===== src/hdl/ytb_pkg.sv =====
// types and constants shared by the yuyv to bgr converter
package ytb_pkg;

	localparam int COEF_W   = 16;
	localparam int CHROMA_W = 8;
	localparam int PROD_W   = COEF_W + CHROMA_W;
	localparam int SUM_W    = PROD_W + 1;
	localparam int INDEX_W  = 3;

	localparam logic [INDEX_W-1:0] REG_BLUE_FROM_U  = 3'd0;
	localparam logic [INDEX_W-1:0] REG_GREEN_FROM_U = 3'd1;
	localparam logic [INDEX_W-1:0] REG_GREEN_FROM_V = 3'd2;
	localparam logic [INDEX_W-1:0] REG_RED_FROM_V   = 3'd3;

	localparam logic signed [COEF_W-1:0] RST_BLUE_FROM_U  = 16'sd14499;
	localparam logic signed [COEF_W-1:0] RST_GREEN_FROM_U = -16'sd2809;
	localparam logic signed [COEF_W-1:0] RST_GREEN_FROM_V = -16'sd5849;
	localparam logic signed [COEF_W-1:0] RST_RED_FROM_V   = 16'sd11493;

	typedef struct packed {
		logic [7:0] luma_first;
		logic [7:0] chroma_blue;
		logic [7:0] luma_second;
		logic [7:0] chroma_red;
	} yuyv_t;

	typedef struct packed {
		logic [7:0] blue_first;
		logic [7:0] green_first;
		logic [7:0] red_first;
		logic [7:0] blue_second;
		logic [7:0] green_second;
		logic [7:0] red_second;
	} bgr_t;

	typedef struct packed {
		logic signed [COEF_W-1:0] blue_from_u;
		logic signed [COEF_W-1:0] green_from_u;
		logic signed [COEF_W-1:0] green_from_v;
		logic signed [COEF_W-1:0] red_from_v;
	} coef_set_t;

	typedef struct packed {
		logic [7:0]               luma_first;
		logic [7:0]               luma_second;
		logic signed [PROD_W-1:0] blue_u;
		logic signed [PROD_W-1:0] green_u;
		logic signed [PROD_W-1:0] green_v;
		logic signed [PROD_W-1:0] red_v;
	} prod_set_t;

endpackage


===== src/hdl/ytb_coef_regs.sv =====
// coefficient register file written through the configuration port
module ytb_coef_regs (
	input  logic                        clk,
	input  logic                        arst_n,
	input  logic                        cfg_wen,
	input  logic [ytb_pkg::INDEX_W-1:0] cfg_index,
	input  logic [ytb_pkg::COEF_W-1:0]  cfg_data,
	output ytb_pkg::coef_set_t          coefs
);
	import ytb_pkg::*;

	coef_set_t coefs_q;

	always_ff @(posedge clk or negedge arst_n) begin
		if (!arst_n) begin
			coefs_q.blue_from_u  <= RST_BLUE_FROM_U;
			coefs_q.green_from_u <= RST_GREEN_FROM_U;
			coefs_q.green_from_v <= RST_GREEN_FROM_V;
			coefs_q.red_from_v   <= RST_RED_FROM_V;
		end else if (cfg_wen) begin
			case (cfg_index)
				REG_BLUE_FROM_U:  coefs_q.blue_from_u  <= cfg_data;
				REG_GREEN_FROM_U: coefs_q.green_from_u <= cfg_data;
				REG_GREEN_FROM_V: coefs_q.green_from_v <= cfg_data;
				REG_RED_FROM_V:   coefs_q.red_from_v   <= cfg_data;
				default: ;
			endcase
		end
	end

	assign coefs = coefs_q;

endmodule


===== src/hdl/ytb_product_pipe.sv =====
// input register stage and chroma coefficient multiplier stage
module ytb_product_pipe (
	input  logic               clk,
	input  logic               arst_n,
	input  logic               in_valid,
	output logic               in_ready,
	input  ytb_pkg::yuyv_t     in_item,
	input  ytb_pkg::coef_set_t coefs,
	output logic               out_valid,
	input  logic               out_ready,
	output ytb_pkg::prod_set_t out_prod
);
	import ytb_pkg::*;

	logic                       valid_s1;
	logic [7:0]                 luma_first_s1;
	logic [7:0]                 luma_second_s1;
	logic signed [CHROMA_W-1:0] u_s1;
	logic signed [CHROMA_W-1:0] v_s1;
	logic                       ready_s1;

	logic                       valid_s2;
	prod_set_t                  prod_s2;
	logic                       ready_s2;

	assign ready_s2 = !valid_s2 || out_ready;
	assign ready_s1 = !valid_s1 || ready_s2;
	assign in_ready = ready_s1;

	always_ff @(posedge clk or negedge arst_n) begin
		if (!arst_n) begin
			valid_s1 <= 1'b0;
			valid_s2 <= 1'b0;
		end else begin
			if (ready_s1) begin
				valid_s1 <= in_valid;
			end
			if (ready_s2) begin
				valid_s2 <= valid_s1;
			end
		end
	end

	// centring by 128 is an msb flip
	always_ff @(posedge clk) begin
		if (ready_s1 && in_valid) begin
			luma_first_s1  <= in_item.luma_first;
			luma_second_s1 <= in_item.luma_second;
			u_s1           <= {~in_item.chroma_blue[7], in_item.chroma_blue[6:0]};
			v_s1           <= {~in_item.chroma_red[7], in_item.chroma_red[6:0]};
		end
	end

	always_ff @(posedge clk) begin
		if (ready_s2 && valid_s1) begin
			prod_s2.luma_first  <= luma_first_s1;
			prod_s2.luma_second <= luma_second_s1;
			prod_s2.blue_u      <= PROD_W'(coefs.blue_from_u) * PROD_W'(u_s1);
			prod_s2.green_u     <= PROD_W'(coefs.green_from_u) * PROD_W'(u_s1);
			prod_s2.green_v     <= PROD_W'(coefs.green_from_v) * PROD_W'(v_s1);
			prod_s2.red_v       <= PROD_W'(coefs.red_from_v) * PROD_W'(v_s1);
		end
	end

	assign out_valid = valid_s2;
	assign out_prod  = prod_s2;

endmodule


===== src/hdl/ytb_round_clamp.sv =====
// rounding stage and luma add with clamp output stage
module ytb_round_clamp #(
	parameter int FRACTION_BITS = 13
) (
	input  logic               clk,
	input  logic               arst_n,
	input  logic               in_valid,
	output logic               in_ready,
	input  ytb_pkg::prod_set_t in_prod,
	output logic               out_valid,
	input  logic               out_ready,
	output ytb_pkg::bgr_t      out_item
);
	import ytb_pkg::*;

	localparam int CORR_W = SUM_W - FRACTION_BITS;
	localparam int PIX_W  = CORR_W + 1;
	localparam logic signed [SUM_W-1:0] HALF = SUM_W'(1) <<< (FRACTION_BITS - 1);

	function automatic logic [7:0] clamp_pix(input logic signed [PIX_W-1:0] val);
		logic [7:0] res;
		if (val < 0) begin
			res = 8'd0;
		end else if (val > PIX_W'(255)) begin
			res = 8'd255;
		end else begin
			res = val[7:0];
		end
		return res;
	endfunction

	logic signed [SUM_W-1:0]  sum_b;
	logic signed [SUM_W-1:0]  sum_g;
	logic signed [SUM_W-1:0]  sum_r;

	logic                     valid_s3;
	logic [7:0]               luma_first_s3;
	logic [7:0]               luma_second_s3;
	logic signed [CORR_W-1:0] corr_b_s3;
	logic signed [CORR_W-1:0] corr_g_s3;
	logic signed [CORR_W-1:0] corr_r_s3;
	logic                     ready_s3;

	logic                     valid_s4;
	bgr_t                     item_s4;
	logic                     ready_s4;

	logic signed [PIX_W-1:0]  y0_ext;
	logic signed [PIX_W-1:0]  y1_ext;

	assign ready_s4 = !valid_s4 || out_ready;
	assign ready_s3 = !valid_s3 || ready_s4;
	assign in_ready = ready_s3;

	assign sum_b = SUM_W'(in_prod.blue_u) + HALF;
	assign sum_g = SUM_W'(in_prod.green_u) + SUM_W'(in_prod.green_v) + HALF;
	assign sum_r = SUM_W'(in_prod.red_v) + HALF;

	always_ff @(posedge clk or negedge arst_n) begin
		if (!arst_n) begin
			valid_s3 <= 1'b0;
			valid_s4 <= 1'b0;
		end else begin
			if (ready_s3) begin
				valid_s3 <= in_valid;
			end
			if (ready_s4) begin
				valid_s4 <= valid_s3;
			end
		end
	end

	// dropping the low bits floors toward minus infinity
	always_ff @(posedge clk) begin
		if (ready_s3 && in_valid) begin
			luma_first_s3  <= in_prod.luma_first;
			luma_second_s3 <= in_prod.luma_second;
			corr_b_s3      <= sum_b[SUM_W-1:FRACTION_BITS];
			corr_g_s3      <= sum_g[SUM_W-1:FRACTION_BITS];
			corr_r_s3      <= sum_r[SUM_W-1:FRACTION_BITS];
		end
	end

	assign y0_ext = {{(PIX_W-8){1'b0}}, luma_first_s3};
	assign y1_ext = {{(PIX_W-8){1'b0}}, luma_second_s3};

	always_ff @(posedge clk) begin
		if (ready_s4 && valid_s3) begin
			item_s4.blue_first   <= clamp_pix(y0_ext + PIX_W'(corr_b_s3));
			item_s4.green_first  <= clamp_pix(y0_ext + PIX_W'(corr_g_s3));
			item_s4.red_first    <= clamp_pix(y0_ext + PIX_W'(corr_r_s3));
			item_s4.blue_second  <= clamp_pix(y1_ext + PIX_W'(corr_b_s3));
			item_s4.green_second <= clamp_pix(y1_ext + PIX_W'(corr_g_s3));
			item_s4.red_second   <= clamp_pix(y1_ext + PIX_W'(corr_r_s3));
		end
	end

	assign out_valid = valid_s4;
	assign out_item  = item_s4;

endmodule


===== src/hdl/yuyv_to_bgr_pixel_pair_top.sv =====
// top level of the yuyv macropixel to bgr pixel pair converter
//
// the yuyv channel takes one macropixel (two luma bytes, shared u and v) per
// transaction; the bgr channel returns both pixels as blue, green, red bytes
// in one transaction. both channels use valid/ready.
// four register stages: input, coefficient multiply, round, luma add and
// clamp. one transaction is accepted every cycle while bgr_ready is high.
// each stage holds its data when the stage after it is full and stalled, so
// a stalled receiver backs the pipeline up one stage at a time; bubbles are
// squeezed out and nothing is lost or repeated.
// the four q13 coefficients sit in registers written through cfg_wen,
// cfg_index and cfg_data; writes to an unused index are dropped. write them
// only while the pipeline is empty.
// reset empties the pipeline and loads the bt.601 full range coefficients.
module yuyv_to_bgr_pixel_pair_top #(
	parameter int FRACTION_BITS = 13
) (
	input  logic                        clk,
	input  logic                        arst_n,
	input  logic                        yuyv_valid,
	output logic                        yuyv_ready,
	input  ytb_pkg::yuyv_t              yuyv,
	output logic                        bgr_valid,
	input  logic                        bgr_ready,
	output ytb_pkg::bgr_t               bgr,
	input  logic                        cfg_wen,
	input  logic [ytb_pkg::INDEX_W-1:0] cfg_index,
	input  logic [ytb_pkg::COEF_W-1:0]  cfg_data
);
	import ytb_pkg::*;

	coef_set_t coefs;
	prod_set_t prod;
	logic      prod_valid;
	logic      prod_ready;

	ytb_coef_regs u_coef_regs (
		.clk       (clk),
		.arst_n    (arst_n),
		.cfg_wen   (cfg_wen),
		.cfg_index (cfg_index),
		.cfg_data  (cfg_data),
		.coefs     (coefs)
	);

	ytb_product_pipe u_product_pipe (
		.clk       (clk),
		.arst_n    (arst_n),
		.in_valid  (yuyv_valid),
		.in_ready  (yuyv_ready),
		.in_item   (yuyv),
		.coefs     (coefs),
		.out_valid (prod_valid),
		.out_ready (prod_ready),
		.out_prod  (prod)
	);

	ytb_round_clamp #(
		.FRACTION_BITS (FRACTION_BITS)
	) u_round_clamp (
		.clk       (clk),
		.arst_n    (arst_n),
		.in_valid  (prod_valid),
		.in_ready  (prod_ready),
		.in_prod   (prod),
		.out_valid (bgr_valid),
		.out_ready (bgr_ready),
		.out_item  (bgr)
	);

endmodule


===== config.mk =====
export PLATFORM = sky130hd
export DESIGN_NAME = yuyv_to_bgr_pixel_pair_top
export DESIGN_NICKNAME = d
export VERILOG_FILES = /design/src/hdl/ytb_pkg.sv /design/src/hdl/ytb_coef_regs.sv /design/src/hdl/ytb_product_pipe.sv /design/src/hdl/ytb_round_clamp.sv /design/src/hdl/yuyv_to_bgr_pixel_pair_top.sv
export SDC_FILE = /design/constraint.sdc
export NUM_CORES = 2
export LEC_CHECK = 0
export BUFFER_PORTS_ARGS = -buffer_cell sky130_fd_sc_hd__buf_2
export CAP_MARGIN = 10
export CORE_ASPECT_RATIO = 1.4
export CORE_MARGIN = 4
export CORE_UTILIZATION = 40
export DETAILED_ROUTE_END_ITERATION = 12
export PLACE_DENSITY = 0.55
export SLEW_MARGIN = 20
export SYNTH_ARGS = -nofsm -noshare
export SYNTH_HDL_FRONTEND = slang
export SYNTH_SLANG_ARGS = --single-unit

===== constraint.sdc =====
create_clock -name clk -period 15.25 [get_ports clk]
set_input_delay 0.7625 -clock clk [delete_from_list [all_inputs] [get_ports clk]]
set_output_delay 0.7625 -clock clk [all_outputs]
set_load 0.01 [all_outputs]

==> flow_summary.toml <==
[outcome]
status = "finished, final reports clean"

[final_layout]
stdcell_area_sq_mm = 0.0336
area_delta_synth_final_pct = 9.60
num-fill-cells = 7148
layout_commonest_cell = "inv_1"
regArea_sq_mm = 0.00835
final_nets = 3688
fin_cells = 3942
multi_input_area_sq_mm = 0.0202
drive_gt1_frac = 0.0992
insertedDiodeCount = 0
final_cell_mix = "inv_1 (518), fa_1 (414), and2_1 (358)"

[sta]
rsz0062_at_grt = "no"
finalSetupViolations = 0
maxSlewHeadroom = 0.275
finalClockSkew_ps = 37.9
period_needed_ps = 5910
fmaxAchievable_ghz = 0.169
slew_violations = 0
setup_ws_ps = 9340
timing.setup.tns_ps = 0
hold_violations = 0
period_share = 0.387
worstMarginPinSlew_ps = 1090

[critical_path]
path_max_fanout = 30
end_kind = "register"
critical_path_class = "reg -> reg"
crit_required_ps = 15550
crit_start = "u_product_pipe.v_s1[7]$_DFFE_PP_"
worst-endpoint-arrival_ps = 6210
start_kind = "register"
crit-reg2reg-launch = "u_product_pipe.v_s1[7]$_DFFE_PP_"
ff2ff_path_depth = 16

[clocking]
cts_tree = "done"
hold_buffers = 0
path_clk_slew_ps = 80
cts_buffers = 36
clk_latency_ps = 570
clock_sinks = 288
clk_path_buf_depth = 3
cts_root_buffer = "clkbuf_16"
cts_setup_buffers = 0
htree_levels = 2
ctsResizeCount = 0

[global_route]
antenna_found_initial = 1
grt_pass1_vias = 22318
overflow = 0
grt_use_total = 0.184
grt_first_pass_wirelength_mm = 120
grt_max_degree = 69

[min_path]
hold_class = "in -> reg"
holdPathStages = 1
min_from = "yuyv[4]"

[floorplanning]
die_h_um = 336
die_area_sq_mm = 0.0812
die_w_um = 242
ios = 106
coreArea_sq_mm = 0.0756
start_util = 0.405
rows = 119

[route]
via_per_inst = 5.09
drt_iter0_drc = 837
dr_total_vias = 20063
drt-total-wl_mm = 73.0
drtAntennaViolNets = 0
wl_per_cell_um = 18.5
first_pass_iters = 5
drc = 0

[placement]
pre_cts_ws_ps = 9400
dp.cells = 3873
dpl_cell_area_sq_mm = 0.0323
hpwlAfterDp_mm = 58.6
portBuffers = 105
globalplace.congestion = 0.834

[synthesis]
synthTopCellsByArea = "fa_1 (27%), edfxtp_1 (22%), ha_1 (11%)"
synth_largest_area_cell = "fa_1"
syn_area_sq_mm = 0.0306
synth_edf_count = 220
synth_cell_type_count = 83
ys_ff_latch = 288
yosysWarningCount = 0
synthCells = 2846
yosysSeqAreaShare = 0.272
async_reset_ff_frac = 0.236
avgSynthCellArea_sq_um = 10.8
ys.flop_type = "edfxtp_1"
syn-num-nets = 3587
synth_top_area_frac = 0.270

[job]
drv_cap = 0
## worst paths after layout
| path | slack (ps) | end |
|---|---|---|
| max in group asynchronous | 14100 | u_coef_regs.coefs[57]$_DFFE_PN0P_ |
| setup reg to reg | 9340 | u_product_pipe.out_prod[23]$_DFFE_PP_ |
| min in group asynchronous | 390 | u_round_clamp.valid_s3$_DFFE_PN0P_ |
| hold / removal | 360 | u_product_pipe.v_s1[4]$_DFFE_PP_ |
| setup / recovery | 9340 | u_product_pipe.out_prod[23]$_DFFE_PP_ |
| hold reg to reg | 410 | u_product_pipe.out_prod[100]$_DFFE_PP_ |
## flip-flops by register name, summed over array words and instances (netlist names)
signal,flops
u_coef_regs.coefs,64
u_product_pipe.luma_first_s1,8
u_product_pipe.luma_second_s1,8
u_product_pipe.out_prod,88
u_product_pipe.out_valid,1
u_product_pipe.u_s1,8
u_product_pipe.v_s1,8
u_product_pipe.valid_s1,1
u_round_clamp.corr_b_s3,12
u_round_clamp.corr_g_s3,12
u_round_clamp.corr_r_s3,12
u_round_clamp.luma_first_s3,8
u_round_clamp.luma_second_s3,8
u_round_clamp.out_item,48
u_round_clamp.out_valid,1
u_round_clamp.valid_s3,1
## critical path, stage by stage, from the launching register on
cell and delay [ps]:
edfxtp_1 480, inv_1 820, nor2_1 170, fa_1 550, fa_1 530, fa_1 540
inv_1 50, fa_1 530, inv_1 40, ha_1 350, a211oi_1 330, o21bai_1 150
o22ai_1 280, o21ai_1 160, a211o_1 340, a31oi_1 220, xnor2_1 90
## synthesized netlist by cell type, drive strengths merged, types with 3 or more instances
cell type	instances
o21ba	4
edfxtp	220
dfstp	33
a211oi	11
o21ai	53
or2	6
a41oi	4
a211o	5
mux2	64
a21oi	74
nand2	130
o21a	24
and2	361
xnor2	95
nand4b	7
fa	414
a21o	73
o22ai	4
a21boi	6
a31oi	12
xor2	46
clkbuf	57
nand3	27
nor2b	12
ha	271
inv	518
dfrtp	35
o41ai	3
nand4	9
and3	20
a311oi	3
nor4	4
or3	5
nor2	116
o211ai	14
o21bai	19
a2111oi	6
nand2b	23
and4	3
nor3	21
## stage by stage
step,utilization,hold WS [ps]
detailed placement,0.428,405
floorplan,-,400
global route,0.444,335
finish,0.444,361
global placement,0.427,402
CTS,0.443,321
## layout make-up
class | instances | area share
clock buffers | 45 | 0.0288
clock inverters | 20 | 0.00659
inverters | 518 | 0.0579
multi-input cells | 1981 | 0.601
flip-flops and latches | 288 | 0.249
well taps | 968 | 0.0361
repair buffers | 122 | 0.0212
## kinds of logic (layout without fill, tap and decap cells)
kind of cell,after synthesis,count (layout),synth area share
flops,288,288,0.272
buf+inv,577,705,0.0707
fa+ha+maj,685,685,0.381
mux,65,65,0.0238
simple gates,752,752,0.133
compound gates,338,338,0.0784
xor+xnor,141,141,0.0403
## layer usage
metal,vias to the layer above,GRT usage,share of wire
li1,9391,-,-
met1,10194,0.225,0.42
met2,349,0.336,0.51
met3,129,0.0232,0.035
met4,0,0.0638,0.039
met5,-,0,0
Power is not shown: default switching activity piles up to over one toggle a cycle in this logic, so the estimate is an artifact.
